--- src/hdl/u8d_pkg.sv ---
package u8d_pkg;

    localparam int BYTE_W  = 8;
    localparam int CP_W    = 21;
    localparam int BITS_W  = 7;
    localparam int CNT_W   = 2;

    // queue between front and back, power-of-two depth
    localparam int QPTR_W      = 1;
    localparam int QUEUE_DEPTH = 1 << QPTR_W;
    localparam int QCNT_W      = QPTR_W + 1;

    localparam logic [CP_W-1:0] MIN_TWO_BYTE   = 21'h00080;
    localparam logic [CP_W-1:0] MIN_THREE_BYTE = 21'h00800;
    localparam logic [CP_W-1:0] MIN_FOUR_BYTE  = 21'h10000;
    localparam logic [CP_W-1:0] MAX_SCALAR     = 21'h10FFFF;
    localparam logic [CP_W-1:0] SURROGATE_LO   = 21'h0D800;
    localparam logic [CP_W-1:0] SURROGATE_HI   = 21'h0DFFF;

    typedef enum logic [2:0] {
        CLS_ASCII,
        CLS_LEAD2,
        CLS_LEAD3,
        CLS_LEAD4,
        CLS_CONT,
        CLS_BAD
    } byte_class_t;

    typedef struct packed {
        byte_class_t         cls;
        logic [BITS_W-1:0]   bits;
        logic                last;
    } u8d_item_t;

endpackage

--- src/hdl/u8d_in_if.sv ---
interface u8d_in_if;
    logic                          valid;
    logic                          ready;
    logic [u8d_pkg::BYTE_W-1:0]    text_byte;
    logic                          message_end;

    modport source (output valid, output text_byte, output message_end, input ready);
    modport sink   (input valid, input text_byte, input message_end, output ready);
endinterface

--- src/hdl/u8d_out_if.sv ---
interface u8d_out_if;
    logic                        valid;
    logic                        ready;
    logic [u8d_pkg::CP_W-1:0]    code_point;
    logic                        invalid;
    logic                        run_last;

    modport source (output valid, output code_point, output invalid, output run_last,
                    input ready);
    modport sink   (input valid, input code_point, input invalid, input run_last,
                    output ready);
endinterface

--- src/hdl/utf8_validating_decoder_core.sv ---
// Strict UTF-8 decoder.
// text: one request per raw byte, message_end marks the final byte of a message.
// decoded: one request per finished code point, or a single invalid request
//   (code_point zero, run_last set) on the first error of a message; the rest
//   of that message is then dropped. run_last is set on the final result of a
//   message.
// Throughput: one byte per cycle sustained. Lead bytes and continuation bytes
//   that do not close a sequence produce no result.
// Path: a closing byte is written into the queue when it is accepted and is
//   decoded into the result register on the edge that pops it; that register
//   drives decoded.
// The front classifies each byte and writes it to a two-entry queue; the back
//   end pops one entry per cycle while its result register is free or being
//   taken.
// Reset clears the decoder state, empties the queue and drops any pending result.
// When decoded stalls, the result register holds, the queue fills behind it,
//   and text.ready falls once the queue is full.
module utf8_validating_decoder_core (
    input  logic        clk,
    input  logic        rst_n,
    u8d_in_if.sink      text,
    u8d_out_if.source   decoded
);
    import u8d_pkg::*;

    logic        q_full;
    logic        push;
    u8d_item_t   push_item;
    logic        pop;
    logic        q_valid;
    u8d_item_t   q_item;

    u8d_front u_front (
        .text      (text),
        .q_full    (q_full),
        .push      (push),
        .push_item (push_item)
    );

    u8d_fifo u_fifo (
        .clk       (clk),
        .rst_n     (rst_n),
        .push      (push),
        .push_item (push_item),
        .full      (q_full),
        .pop       (pop),
        .q_valid   (q_valid),
        .q_item    (q_item)
    );

    u8d_back u_back (
        .clk     (clk),
        .rst_n   (rst_n),
        .q_valid (q_valid),
        .q_item  (q_item),
        .pop     (pop),
        .decoded (decoded)
    );

endmodule

--- src/hdl/u8d_front.sv ---
module u8d_front (
    u8d_in_if.sink              text,
    input  logic                q_full,
    output logic                push,
    output u8d_pkg::u8d_item_t  push_item
);
    import u8d_pkg::*;

    assign text.ready = !q_full;
    assign push       = text.valid && !q_full;

    // classify the byte on its own; the back end decides what it means in context
    always_comb
    begin
        push_item.last = text.message_end;
        push_item.bits = '0;
        if (text.text_byte inside {[8'h00:8'h7F]})
        begin
            push_item.cls  = CLS_ASCII;
            push_item.bits = text.text_byte[6:0];
        end
        else if (text.text_byte inside {[8'h80:8'hBF]})
        begin
            push_item.cls  = CLS_CONT;
            push_item.bits = {1'b0, text.text_byte[5:0]};
        end
        else if (text.text_byte inside {[8'hC2:8'hDF]})
        begin
            push_item.cls  = CLS_LEAD2;
            push_item.bits = {2'b0, text.text_byte[4:0]};
        end
        else if (text.text_byte inside {[8'hE0:8'hEF]})
        begin
            push_item.cls  = CLS_LEAD3;
            push_item.bits = {3'b0, text.text_byte[3:0]};
        end
        else if (text.text_byte inside {[8'hF0:8'hF4]})
        begin
            push_item.cls  = CLS_LEAD4;
            push_item.bits = {4'b0, text.text_byte[2:0]};
        end
        else
        begin
            push_item.cls = CLS_BAD;
        end
    end

endmodule

--- src/hdl/u8d_fifo.sv ---
module u8d_fifo (
    input  logic                clk,
    input  logic                rst_n,
    input  logic                push,
    input  u8d_pkg::u8d_item_t  push_item,
    output logic                full,
    input  logic                pop,
    output logic                q_valid,
    output u8d_pkg::u8d_item_t  q_item
);
    import u8d_pkg::*;

    u8d_item_t           entry_reg [QUEUE_DEPTH];
    logic [QPTR_W-1:0]   wr_ptr_reg, wr_ptr_next;
    logic [QPTR_W-1:0]   rd_ptr_reg, rd_ptr_next;
    logic [QCNT_W-1:0]   count_reg,  count_next;

    assign full    = (count_reg == QCNT_W'(QUEUE_DEPTH));
    assign q_valid = (count_reg != '0);
    assign q_item  = entry_reg[rd_ptr_reg];

    always_comb
    begin
        wr_ptr_next = push ? wr_ptr_reg + 1'b1 : wr_ptr_reg;
        rd_ptr_next = pop  ? rd_ptr_reg + 1'b1 : rd_ptr_reg;
        count_next  = count_reg;
        if (push && !pop)
            count_next = count_reg + 1'b1;
        else if (pop && !push)
            count_next = count_reg - 1'b1;
    end

    always_ff @(posedge clk)
    begin
        if (push)
            entry_reg[wr_ptr_reg] <= push_item;
    end

    always_ff @(posedge clk or negedge rst_n)
    begin
        if (!rst_n)
        begin
            wr_ptr_reg <= '0;
            rd_ptr_reg <= '0;
            count_reg  <= '0;
        end
        else
        begin
            wr_ptr_reg <= wr_ptr_next;
            rd_ptr_reg <= rd_ptr_next;
            count_reg  <= count_next;
        end
    end

    a_count_bound: assert property (@(posedge clk) disable iff (!rst_n)
        count_reg <= QCNT_W'(QUEUE_DEPTH))
        else $error("queue count above depth");

    a_pop_nonempty: assert property (@(posedge clk) disable iff (!rst_n)
        pop |-> count_reg != '0)
        else $error("pop from empty queue");

    a_ptr_track: assert property (@(posedge clk) disable iff (!rst_n)
        wr_ptr_reg == QPTR_W'(rd_ptr_reg + count_reg[QPTR_W-1:0]))
        else $error("queue pointers disagree with count");

endmodule

--- src/hdl/u8d_back.sv ---
module u8d_back (
    input  logic                clk,
    input  logic                rst_n,
    input  logic                q_valid,
    input  u8d_pkg::u8d_item_t  q_item,
    output logic                pop,
    u8d_out_if.source           decoded
);
    import u8d_pkg::*;

    logic [CP_W-1:0]   partial_reg, partial_next;
    logic [CNT_W-1:0]  pending_reg, pending_next;
    logic [CNT_W-1:0]  seqlen_reg,  seqlen_next;
    logic              skip_reg,    skip_next;
    logic              out_valid_reg, out_valid_next;
    logic [CP_W-1:0]   code_point_reg;
    logic              invalid_reg;
    logic              run_last_reg;

    logic              err;
    logic              res_valid;
    logic [CP_W-1:0]   res_cp;
    logic              res_last;
    logic [CP_W-1:0]   cp_full;
    logic [CP_W-1:0]   cp_min;

    assign pop = q_valid && (!out_valid_reg || decoded.ready);

    assign cp_full = {partial_reg[CP_W-7:0], q_item.bits[5:0]};

    always_comb
    begin
        case (seqlen_reg)
            2'd1:    cp_min = MIN_TWO_BYTE;
            2'd2:    cp_min = MIN_THREE_BYTE;
            default: cp_min = MIN_FOUR_BYTE;
        endcase
    end

    always_comb
    begin
        partial_next = partial_reg;
        pending_next = pending_reg;
        seqlen_next  = seqlen_reg;
        skip_next    = skip_reg;
        err          = 1'b0;
        res_valid    = 1'b0;
        res_cp       = '0;
        res_last     = q_item.last;

        if (skip_reg)
        begin
            // drop the rest of a malformed message
            if (q_item.last)
                skip_next = 1'b0;
        end
        else if (pending_reg == '0)
        begin
            case (q_item.cls)
                CLS_ASCII:
                begin
                    res_valid = 1'b1;
                    res_cp    = CP_W'(q_item.bits);
                end
                CLS_LEAD2, CLS_LEAD3, CLS_LEAD4:
                begin
                    partial_next = CP_W'(q_item.bits);
                    case (q_item.cls)
                        CLS_LEAD2: seqlen_next = 2'd1;
                        CLS_LEAD3: seqlen_next = 2'd2;
                        default:   seqlen_next = 2'd3;
                    endcase
                    pending_next = seqlen_next;
                    err          = q_item.last;
                end
                default:
                begin
                    err = 1'b1;
                end
            endcase
        end
        else if (q_item.cls != CLS_CONT)
        begin
            err = 1'b1;
        end
        else if (pending_reg == 2'd1)
        begin
            // sequence complete: check range, surrogates and overlong forms
            partial_next = '0;
            pending_next = '0;
            seqlen_next  = '0;
            if (cp_full < cp_min || cp_full > MAX_SCALAR
                || (cp_full >= SURROGATE_LO && cp_full <= SURROGATE_HI))
            begin
                err = 1'b1;
            end
            else
            begin
                res_valid = 1'b1;
                res_cp    = cp_full;
            end
        end
        else
        begin
            partial_next = cp_full;
            pending_next = pending_reg - 1'b1;
            err          = q_item.last;
        end

        if (err)
        begin
            partial_next = '0;
            pending_next = '0;
            seqlen_next  = '0;
            skip_next    = !q_item.last;
            res_valid    = 1'b1;
            res_cp       = '0;
            res_last     = 1'b1;
        end
    end

    always_comb
    begin
        out_valid_next = out_valid_reg;
        if (pop && res_valid)
            out_valid_next = 1'b1;
        else if (decoded.ready)
            out_valid_next = 1'b0;
    end

    always_ff @(posedge clk or negedge rst_n)
    begin
        if (!rst_n)
        begin
            partial_reg   <= '0;
            pending_reg   <= '0;
            seqlen_reg    <= '0;
            skip_reg      <= 1'b0;
            out_valid_reg <= 1'b0;
        end
        else
        begin
            out_valid_reg <= out_valid_next;
            if (pop)
            begin
                partial_reg <= partial_next;
                pending_reg <= pending_next;
                seqlen_reg  <= seqlen_next;
                skip_reg    <= skip_next;
            end
        end
    end

    always_ff @(posedge clk)
    begin
        if (pop && res_valid)
        begin
            code_point_reg <= res_cp;
            invalid_reg    <= err;
            run_last_reg   <= res_last;
        end
    end

    assign decoded.valid      = out_valid_reg;
    assign decoded.code_point = code_point_reg;
    assign decoded.invalid    = invalid_reg;
    assign decoded.run_last   = run_last_reg;

    a_invalid_shape: assert property (@(posedge clk) disable iff (!rst_n)
        out_valid_reg && invalid_reg |-> run_last_reg && code_point_reg == '0)
        else $error("invalid result must be last with zero code point");

    a_skip_idle: assert property (@(posedge clk) disable iff (!rst_n)
        skip_reg |-> pending_reg == '0 && seqlen_reg == '0)
        else $error("skipping while a sequence is open");

    a_pending_bound: assert property (@(posedge clk) disable iff (!rst_n)
        pending_reg != '0 |-> seqlen_reg != '0 && pending_reg <= seqlen_reg)
        else $error("pending count exceeds sequence length");

endmodule
--- src/flat_wrapper.sv ---
// flat-port wrapper written by rule: the top's interface ports become plain ports
module utf8_validating_decoder_core_flat import u8d_pkg::*;
  (clk, rst_n, text_valid, text_text_byte, text_message_end, text_ready, decoded_valid, decoded_code_point, decoded_invalid, decoded_run_last, decoded_ready);
  u8d_in_if text_i ();
  u8d_out_if decoded_i ();
  input  logic clk;
  input  logic rst_n;
  input wire logic [$bits(text_i.valid)-1:0] text_valid;
  input wire logic [$bits(text_i.text_byte)-1:0] text_text_byte;
  input wire logic [$bits(text_i.message_end)-1:0] text_message_end;
  output wire logic [$bits(text_i.ready)-1:0] text_ready;
  output wire logic [$bits(decoded_i.valid)-1:0] decoded_valid;
  output wire logic [$bits(decoded_i.code_point)-1:0] decoded_code_point;
  output wire logic [$bits(decoded_i.invalid)-1:0] decoded_invalid;
  output wire logic [$bits(decoded_i.run_last)-1:0] decoded_run_last;
  input wire logic [$bits(decoded_i.ready)-1:0] decoded_ready;
  assign text_i.valid = text_valid;
  assign text_i.text_byte = text_text_byte;
  assign text_i.message_end = text_message_end;
  assign text_ready = text_i.ready;
  assign decoded_valid = decoded_i.valid;
  assign decoded_code_point = decoded_i.code_point;
  assign decoded_invalid = decoded_i.invalid;
  assign decoded_run_last = decoded_i.run_last;
  assign decoded_i.ready = decoded_ready;
  utf8_validating_decoder_core u_core (.clk(clk), .rst_n(rst_n), .text(text_i), .decoded(decoded_i));
endmodule
--- config.mk ---
export PLATFORM = sky130hd
export DESIGN_NAME = utf8_validating_decoder_core_flat
export DESIGN_NICKNAME = d
export VERILOG_FILES = /design/src/hdl/u8d_pkg.sv /design/src/hdl/u8d_in_if.sv /design/src/hdl/u8d_out_if.sv /design/src/hdl/utf8_validating_decoder_core.sv /design/src/hdl/u8d_front.sv /design/src/hdl/u8d_fifo.sv /design/src/hdl/u8d_back.sv /design/src/flat_wrapper.sv
export SDC_FILE = /design/constraint.sdc
export NUM_CORES = 1
export LEC_CHECK = 0
export BUFFER_PORTS_ARGS = -buffer_cell sky130_fd_sc_hd__buf_2
export CORE_MARGIN = 2
export CORE_UTILIZATION = 45
export CTS_BUF_LIST = sky130_fd_sc_hd__clkbuf_4
export DETAILED_ROUTE_END_ITERATION = 12
export SETUP_SLACK_MARGIN = 0.1
export SYNTH_ARGS = -nofsm -noshare
export SYNTH_HDL_FRONTEND = slang
export SYNTH_HIERARCHICAL = 1
export SYNTH_SLANG_ARGS = --single-unit
--- constraint.sdc ---
create_clock -name clk -period 7 [get_ports clk]
set_clock_uncertainty 0.1 [all_clocks]
set_input_delay 0.35 -clock clk [delete_from_list [all_inputs] [get_ports clk]]
set_output_delay 0.35 -clock clk [all_outputs]
set_load 0.005 [all_outputs]
### Yosys cells after proc, flatten, opt, wreduce, memory -nomap -nowiden

Memory sizes are Yosys's and may differ from the RTL's.
Index checks and enable logic that the tools add are counted.

| storage, ports and cells | value |
|---|---|
| register bits after elaboration | 48 |
| bits in writable memories | 22 |
| input port bits | 13 |
| output and inout bits | 25 |
| memories kept | 1 |

Memories:

| name | words | bits a word | read ports | clocked after memory_dff | wr ports | line | text |
|---|---|---|---|---|---|---|---|
| u_core.u_fifo.entry_reg | 2 | 11 | 1 | 0 | 1 | u8d_fifo.sv:13 | `u8d_item_t entry_reg [QUEUE_DEPTH];` |

| cells by class | value |
|---|---|
| $add $sub $neg | 5 |
| magnitude comparators | 14 |
| equality and inequality tests | 11 |
| multiplexer cells | 52 |
| reductions and logical operators | 29 |

Operator list:

| cell | number |
|---|---|
| 15-bit 2-to-1 mux | 6 |
| 21-bit 2-to-1 mux | 4 |
| 10-bit 2-to-1 mux | 4 |
| 17-bit case mux with 2 select lines | 1 |
| 8-bit >= comparator, second input constant | 4 |
| 8-bit less-or-equal comparator, second input constant | 4 |
| 2-bit 2-to-1 mux | 13 |
| 21-bit by 16-bit >= comparator with 1-bit output, second input constant | 1 |
| 21-bit greater-than comparator, second input constant | 1 |
| 21-bit by 16-bit less-or-equal comparator with 1-bit output, second input constant | 1 |
| 21-bit by 17-bit less-than comparator with 1-bit output | 1 |
| 1-bit 2-to-1 mux | 19 |
| 1-bit logical AND | 11 |
| 8-bit by 1-bit >= comparator with 1-bit output, second input constant | 1 |
| 8-bit by 7-bit less-or-equal comparator with 1-bit output, second input constant | 1 |
| 7-bit 2-to-1 mux | 1 |
| 3-bit by 2-bit == test with 1-bit output, second input constant | 2 |
| 3-bit 2-to-1 mux | 2 |
| 3-bit != test, second input constant | 2 |
| 2-bit nonzero test | 3 |
| 1-bit zero test | 5 |
| 5-bit AND reduction | 1 |
| 2-bit by 1-bit == test with 1-bit output, second input constant | 2 |
| 2-bit == test, second input constant | 2 |
| other kinds (15) | 19 |

### Longest topological paths before layout

Gate-level depths: netlist (run 1).

| logic depth | value |
|---|---|
| word-level depth | 13 |
| gate-level depth with buffers | 10 |
| depth with buffers taken out | 9 |

### By module

The synthesis (run 1) kept the hierarchy.

Modules (own cells, without submodules):

| module | instances | cells an instance | area an instance (um2) | seq. area each (um2) |
|---|---|---|---|---|
| u8d_back | 1 | 153 | 1,950.6 | 1,216.2 |
| u8d_fifo | 1 | 50 | 1,018.5 | 760.7 |
| u8d_front | 1 | 25 | 155.1 | 0.0 |

### Worst setup path before layout (run 1)

OpenSTA, ideal clock, no wires.

| path | value |
|---|---|
| path kind | register to register |
| start point | register u_core.u_fifo.rd_ptr_reg |
| end point | register u_core.u_back.code_point_reg[0], in the netlist u_core/u_back/decoded.code_point[0] (enable) |
| library setup time | 403 ps |
| data arrival time | 2,382 ps |
| required time | 6,497 ps |
| slack | 4,115 ps |
| stages on the path, launching flop included | 6 |
| path buffers | 0 |
| cells stage by stage | dfrtp_1 > mux2_2 > nor3_1 > nor3b_2 > nor2_1 > nor2_1 |

RTL lines:

| item | line | text |
|---|---|---|
| from (decl) | u8d_fifo.sv:15 | `logic [QPTR_W-1:0] rd_ptr_reg, rd_ptr_next;` |
| from (signal assigned) | u8d_fifo.sv:50 | `rd_ptr_reg <= rd_ptr_next;` |
| to (signal assigned) | u8d_back.sv:158 | `code_point_reg <= res_cp;` |
| to (decl) | u8d_back.sv:16 | `logic [CP_W-1:0] code_point_reg;` |

==> flow_summary.json, run 1 <==
{
  "outcome": "finished, final reports clean",
  "cts_root_buf": "clkbuf_4",
  "dpl.hpwl_um": 3570,
  "p_comb_share_pct": 31.9,
  "fin_util_pct": 52.6,
  "power.share.switching_pct": 33.9,
  "clk_pin_slew_worst_paths_ns": 0.13,
  "powerDensity_nw_per_um2": 412,
  "worst_ir_drop_vdd_mv": 0.194,
  "final_cell_area_um2": 3550,
  "cts_sinks": 70,
  "grt_overflow": 0,
  "post-place-ws_ns": 3.62,
  "slowest_stage": "nor2_2",
  "r2r_slack_ns": 3.60,
  "use_met1_pct": 18.8,
  "dp_cells": 336,
  "fin_crit_sh_pct": 48.5,
  "fin_cells": 354,
  "cts_tree": "yes",
  "worst_pin_slew_ns": 1.16,
  "post_cts_buffers": 0,
  "syn_area_um2": 3120,
  "synthArstFlopShare_pct": 35.7,
  "drive_gt1_share_pct": 27.7,
  "worst_hold_path.endpoint": "u_core/u_fifo/entry_reg[0][3]",
  "insertedDiodeCount": 0,
  "synth_cell_type_count": 51,
  "num_vias": 1917,
  "crit_type": "register to register",
  "hold_violations": 0,
  "row_count": 30,
  "final_common_cell": "edfxtp_1",
  "whs_path_depth": 2,
  "crit_path_end_kind": "register",
  "drcViolationCount": 0,
  "path_cells": "mux2_2, nor3_1, nor3b_2, nor2_1, nor2_2",
  "critPathMaxStageDelay_ns": 0.89,
  "grt_pass1_vias": 1842,
  "place_area_um2": 3360,
  "pwr-share-clk_pct": 20.5,
  "cts_buffer_depth": 2,
  "viasPerCell": 5.42,
  "die_h_um": 87.3,
  "synth_nets": 246,
  "ys_seq_area_share_pct": 63.3,
  "ys_ff_latch": 70,
  "r2r_end": "u_core/u_back/decoded.code_point[17]",
  "wl_um": 5180,
  "drt_iter0_markers": 111,
  "arrival_ns": 3.32,
  "fillers": 591,
  "syn_avg_cell_area_um2": 13.7,
  "r2r_cells": 5,
  "area_growth_pct": 13.7,
  "synthFlopType": "edfxtp_1",
  "crit_fanout": 23,
  "hold_path_class": "input pin to register",
  "dieArea_um2": 7630,
  "antenna_found_initial": 0,
  "nets": 287,
  "slew_violations": 0,
  "wl_per_cell_um": 14.6,
  "coreArea_um2": 6760,
  "grt_start_max_net_pins": 26,
  "portBuffers": 37,
  "insertion_delay_ns": 0.42,
  "timing.fmax_mhz": 294,
  "leakage_nw": 1.46,
  "period_needed_ns": 3.40,
  "h-tree-depth": 3,
  "synth-edff-count": 45,
  "global_route.usage.met2_pct": 24.6,
  "seqPwrFrac_pct": 47.6,
  "hold_start": "text_text_byte[2]",
  "grt_use_met3_pct": 3.51,
  "grt_busiest_layer": "met2",
  "syn_inst": 228,
  "grt_usage_pct": 15.3,
  "internal_power_uw": 967,
  "fin_hold_ws_ns": 0.172,
  "numCtsBuffers": 9,
  "drtAntennaViolNets": 0,
  "start_kind": "register",
  "slew_headroom_pct": 22.4,
  "largest_reg_flops": 22,
  "setup_tns_ns": 0,
  "initial_core_util_pct": 46.2,
  "dr.pass1.iters": 4,
  "drv_cap": 0,
  "io_pins": 38,
  "grt_setup_unrepaired": "false",
  "grt_pass1_wl_um": 8740,
  "ys_warn_count": 6,
  "chipWidth_um": 87.3,
  "p_switching_uw": 496,
  "final_cell_mix": "45 x edfxtp_1, 37 x buf_2, 25 x dfrtp_1",
  "fin_ws_ns": 3.60,
  "routabilityCongestion": 0.781,
  "worst_r2r_startpoint": "u_core/u_fifo/rd_ptr_reg",
  "setup_viol": 0,
  "total_power_mw": 1.46,
  "worst_ep_required_time_ns": 6.93
}
## cell families (layout without fill, tap and decap cells)
kind of cell / count (synthesis) / in the layout / share of synthesized area [%]
buffers and inverters: 19 / 65 / 2.80
DFF: 70 / 70 / 63.3
xor gates and xnor gates: 5 / 5 / 1.40
AOI/OAI and AO/OA: 41 / 41 / 10.1
adders and majority gates: 5 / 5 / 2.00
muxes: 11 / 11 / 5.05
and+or+nand+nor: 77 / 77 / 15.4
## synth_stat cells, types with 2 or more instances
master     n  area (um2)
nor2b_1    5        31.3
nand3_1    2        10.0
nor3_1     4        20.0
o21ai_1    2        10.0
nor4b_1    2        17.5
or2_1      2        12.5
nand2b_1   3        18.8
dfrtp_1   25         626
mux2_2     2        22.5
inv_1     10        37.5
ha_1       5        62.6
nand2_1    8        30.0
a211oi_2   2        25.0
o21ai_0    7        35.0
and2_1    18         113
edfxtp_1  45        1350
buf_2      4        20.0
clkbuf_1   3        11.3
a22o_1    16         140
nor4_1     3        18.8
or3_1      2        12.5
nor2_1     9        33.8
o21a_1     2        15.0
mux2_4     9         135
a21oi_1    4        20.0
xor2_1     4        35.0
nor3b_1    6        45.0
## cell type report
cell class | count | area (um2) | area share [%]
tap | 80 | 100 | 2.82
multi-input combinational | 139 | 1060 | 29.9
clock buffer | 9 | 67.6 | 1.90
timing repair buffer | 39 | 205 | 5.78
clock inverter | 7 | 103 | 2.89
inverter | 10 | 37.5 | 1.06
sequential | 70 | 1980 | 55.7
## critical path: cells and delay by family (launching register included)
family	cells	cell delay, ns
flops	1	0.77
simple gates	4	1.65
mux	1	0.47
## how the worst max path moves through the flow
stage	from	slack, ns	depth (start not counted)	endpoint
after floorplan	u_core/u_fifo/rd_ptr_reg	4.12	5	u_core/u_back/decoded.code_point[0]
final	u_core/u_fifo/rd_ptr_reg	3.60	5	u_core/u_back/decoded.code_point[17]
after global routing	u_core/u_fifo/rd_ptr_reg	3.34	5	u_core/u_back/decoded.code_point[17]
after global placement	u_core/u_fifo/rd_ptr_reg	3.75	5	u_core/u_back/decoded.code_point[3]
after detailed placement	u_core/u_fifo/rd_ptr_reg	3.62	5	u_core/u_back/decoded.code_point[7]
after CTS	u_core/u_fifo/rd_ptr_reg	3.58	5	u_core/u_back/decoded.code_point[17]
## power groups by stage
| stage | Sequential, mW | Combinational [mW] | Clock (mW) |
|---|---|---|---|
| floorplan | 0.673 | 0.362 | 0 |
| global placement | 0.705 | 0.463 | 0 |
| detailed placement | 0.707 | 0.472 | 0 |
| CTS | 0.697 | 0.474 | 0.313 |
| global route | 0.717 | 0.529 | 0.326 |
| finish | 0.696 | 0.467 | 0.300 |
## timing repair
| action | CTS | global route |
|---|---|---|
| hold endpoints to repair | 27 | 0 |
| hold buffers | 2 | 0 |
| resized for setup | 0 | 0 |
## routing by layer
metal  vias to the layer above  wire (um)
met2                        57       2560
met5                         -          0
met1                       918       2280
li1                        931          -
met3                        11        226
met4                         0        116
(Power assumes the default switching activity.)
==> run 2, diff against run 1 <==
--- a/config.mk
+++ b/config.mk
@@ -5,11 +5,13 @@
 export SDC_FILE = /design/constraint.sdc
 export NUM_CORES = 1
 export LEC_CHECK = 0
+export ABC_AREA = 1
 export BUFFER_PORTS_ARGS = -buffer_cell sky130_fd_sc_hd__buf_2
 export CORE_MARGIN = 2
 export CORE_UTILIZATION = 45
 export CTS_BUF_LIST = sky130_fd_sc_hd__clkbuf_4
 export DETAILED_ROUTE_END_ITERATION = 12
+export PLACE_DENSITY = 0.66
 export SETUP_SLACK_MARGIN = 0.1
 export SYNTH_ARGS = -nofsm -noshare
 export SYNTH_HDL_FRONTEND = slang
==> constraint.sdc (replaced) <==
create_clock -name clk -period 2.8 [get_ports clk]
set_clock_uncertainty 0.1 [all_clocks]
set_input_delay 0.14 -clock clk [delete_from_list [all_inputs] [get_ports clk]]
set_output_delay 0.14 -clock clk [all_outputs]
set_load 0.005 [all_outputs]
==> flow_summary.json, run 2 <==
{
  "outcome": "finished, final reports clean",
  "grt_pass1_wl_um": 10300,
  "pwr-share-clk_pct": 13.6,
  "crit_type": "register to register",
  "synth-edff-count": 45,
  "yosysTopAreaCell": "edfxtp_1",
  "insertion_delay_ns": 0.42,
  "drt_iter0_markers": 121,
  "grt_pass1_vias": 2327,
  "antenna_found_initial": 0,
  "yosysTopAreaCellShare_pct": 40.1,
  "wl_per_cell_um": 12.2,
  "ys_seq_area_share_pct": 58.7,
  "yosysMostFrequentCell": "nand2_1",
  "slew_violations": 0,
  "cts_tree": "yes",
  "numCtsBuffers": 9,
  "nets": 401,
  "fin_crit_sh_pct": 87.2,
  "arrival_ns": 2.47,
  "drcViolationCount": 0,
  "synth.area.top_cells": "edfxtp_1 40%, dfrtp_1 19%, nand2_1 7.4%, inv_1 5.3%, nor2_1 4.7%",
  "die_h_um": 90.5,
  "synthArstFlopShare_pct": 35.7,
  "row_count": 31,
  "grt_usage_pct": 15.9,
  "power.share.switching_pct": 40.2,
  "worst_ep_required_time_ns": 2.83,
  "hold_path_class": "input pin to register",
  "syn_inst": 326,
  "cts_hold_buf": 11,
  "start_kind": "register",
  "seqPwrFrac_pct": 43.0,
  "wl_um": 5950,
  "cts_root_buf": "clkbuf_4",
  "drtAntennaViolNets": 0,
  "leakage_nw": 1.76,
  "timing.fmax_mhz": 410,
  "powerDensity_nw_per_um2": 1040,
  "crit_path_end_kind": "register",
  "worst_ir_drop_vdd_mv": 0.386,
  "final_common_cell": "nand2_1",
  "crit_fanout": 23,
  "io_pins": 38,
  "setup_tns_ns": 0,
  "dpl.hpwl_um": 4240,
  "coreArea_um2": 7250,
  "drv_cap": 0,
  "dr.pass1.iters": 4,
  "internal_power_mw": 2.41,
  "chipWidth_um": 90.5,
  "area_growth_pct": 15.6,
  "synthFlopType": "edfxtp_1",
  "fin_hold_ws_ns": 0.0306,
  "ys_ff_latch": 70,
  "h-tree-depth": 3,
  "hold_violations": 0,
  "worst_pin_slew_ns": 0.583,
  "routabilityCongestion": 0.901,
  "p_switching_mw": 1.62,
  "dieArea_um2": 8190,
  "viasPerCell": 4.81,
  "synth_common_cells": "66 x nand2_1, 48 x inv_1, 45 x edfxtp_1",
  "cts-resized-gates": 0,
  "syn_avg_cell_area_um2": 10.3,
  "largest_reg_flops": 22,
  "cts_buffer_depth": 2,
  "ys_warn_count": 6,
  "clk_pin_slew_worst_paths_ns": 0.12,
  "grt_setup_unrepaired": "false",
  "synth_cell_type_count": 33,
  "post_cts_buffers": 0,
  "num_vias": 2344,
  "grt_start_max_net_pins": 30,
  "syn_area_um2": 3370,
  "fillers": 655,
  "cts_sinks": 70,
  "synth_nets": 344,
  "slew_headroom_pct": 61.1,
  "final_cell_mix": "66 x nand2_1, 48 x inv_1, 45 x edfxtp_1",
  "drive_gt1_share_pct": 24.5,
  "initial_core_util_pct": 46.4,
  "total_power_mw": 4.03,
  "period_needed_ns": 2.44,
  "grt_overflow": 0,
  "setup_viol": 0,
  "p_comb_share_pct": 43.4,
  "portBuffers": 37,
  "insertedDiodeCount": 0
}
[run 2: changes by cell type in the layout (fill, tap and decap cells not counted), moves of 7 or more]
cell | previous run | this run
nand2_1 | 8 | 66
inv_1 | 10 | 48
nor2_1 | 8 | 42
and2_1 | 18 | 0
a22o_1 | 16 | 0
nand4_1 | 1 | 13
dlygate4sd3_1 | 2 | 11
o22ai_1 | 0 | 7
[run 2: layout make-up]
| class | count | area, um2 | share of cell area [%] |
|---|---|---|---|
| Clock inverter | 7 | 51.3 | 1.32 |
| Inverter | 54 | 203 | 5.21 |
| Multi-Input combinational cell | 194 | 1120 | 28.7 |
| Sequential cell | 70 | 1980 | 50.8 |
| Clock buffer | 9 | 67.6 | 1.74 |
| Timing Repair Buffer | 54 | 353 | 9.06 |
| Tap cell | 99 | 124 | 3.18 |
[run 2: routing by layer]
layer | share of wire [%] | track usage (%)
met1 | 43 | 18.5
met2 | 52 | 27.6
met3 | 3.8 | 3.26
met4 | 1.2 | 8.33
met5 | 0 | 0
[run 2: worst paths after layout]
kind | cells after the start | slack (ns) | start | endpoint
worst max-delay path | 14 | 0.36 | u_core/u_back/seqlen_reg[0] | u_core/u_back/decoded.code_point[20]
worst min-delay path | 3 | 0.03 | text_text_byte[3] | u_core/u_fifo/entry_reg[1][4]
worst max register to register | 14 | 0.36 | u_core/u_back/seqlen_reg[0] | u_core/u_back/decoded.code_point[20]
worst min register to register | 2 | 0.39 | u_core/u_fifo/count_reg[1] | u_core/u_fifo/count_reg[1]
max in group asynchronous | 2 | 2.05 | rst_n | u_core/u_back/pending_reg[1]
min in group asynchronous | 2 | 0.16 | rst_n | u_core/u_back/seqlen_reg[0]
[run 2: per-stage QoR]
step                cells  setup WS (ns)  utilization (%)  cell area [um2]
floorplan             326          0.142                -             3370
global placement      460          0.421             50.5             3660
detailed placement    460          0.379             50.5             3660
CTS                   487          0.346             53.7             3890
global route          487          0.177             53.7             3890
finish                487          0.359             53.7             3890
[run 2: worst max-delay path, stage by stage, from the launching register on]
cell and delay, ns:
dfrtp_1 0.39, inv_1 0.05, ha_1 0.26, inv_1 0.04, ha_1 0.30, a21oi_1 0.14, o21ai_0 0.08, nor2_1 0.12
nand2_2 0.10, nand4_4 0.09, nand3_4 0.07, nand2_1 0.07, nand2_1 0.06, inv_1 0.09, buf_12 0.17
[run 2: power groups by stage]
stage | combinational, mW | sequential (mW) | clock, mW
after floorplan | 1.29 | 1.73 | 0
after global placement | 1.72 | 1.75 | 0
after detailed placement | 1.74 | 1.76 | 0
after CTS | 1.77 | 1.74 | 0.575
after global routing | 1.98 | 1.78 | 0.610
final | 1.75 | 1.73 | 0.549
[run 2: kinds of logic (layout without fill, tap and decap cells)]
family	Yosys count	after routing	synth area share, %
compound gates	26	26	4.76
xor+xnor	3	3	0.780
fa+ha+maj	5	5	1.86
buf+inv	62	124	8.10
flops	70	70	58.7
mux	11	11	4.68
simple gates	149	149	21.1
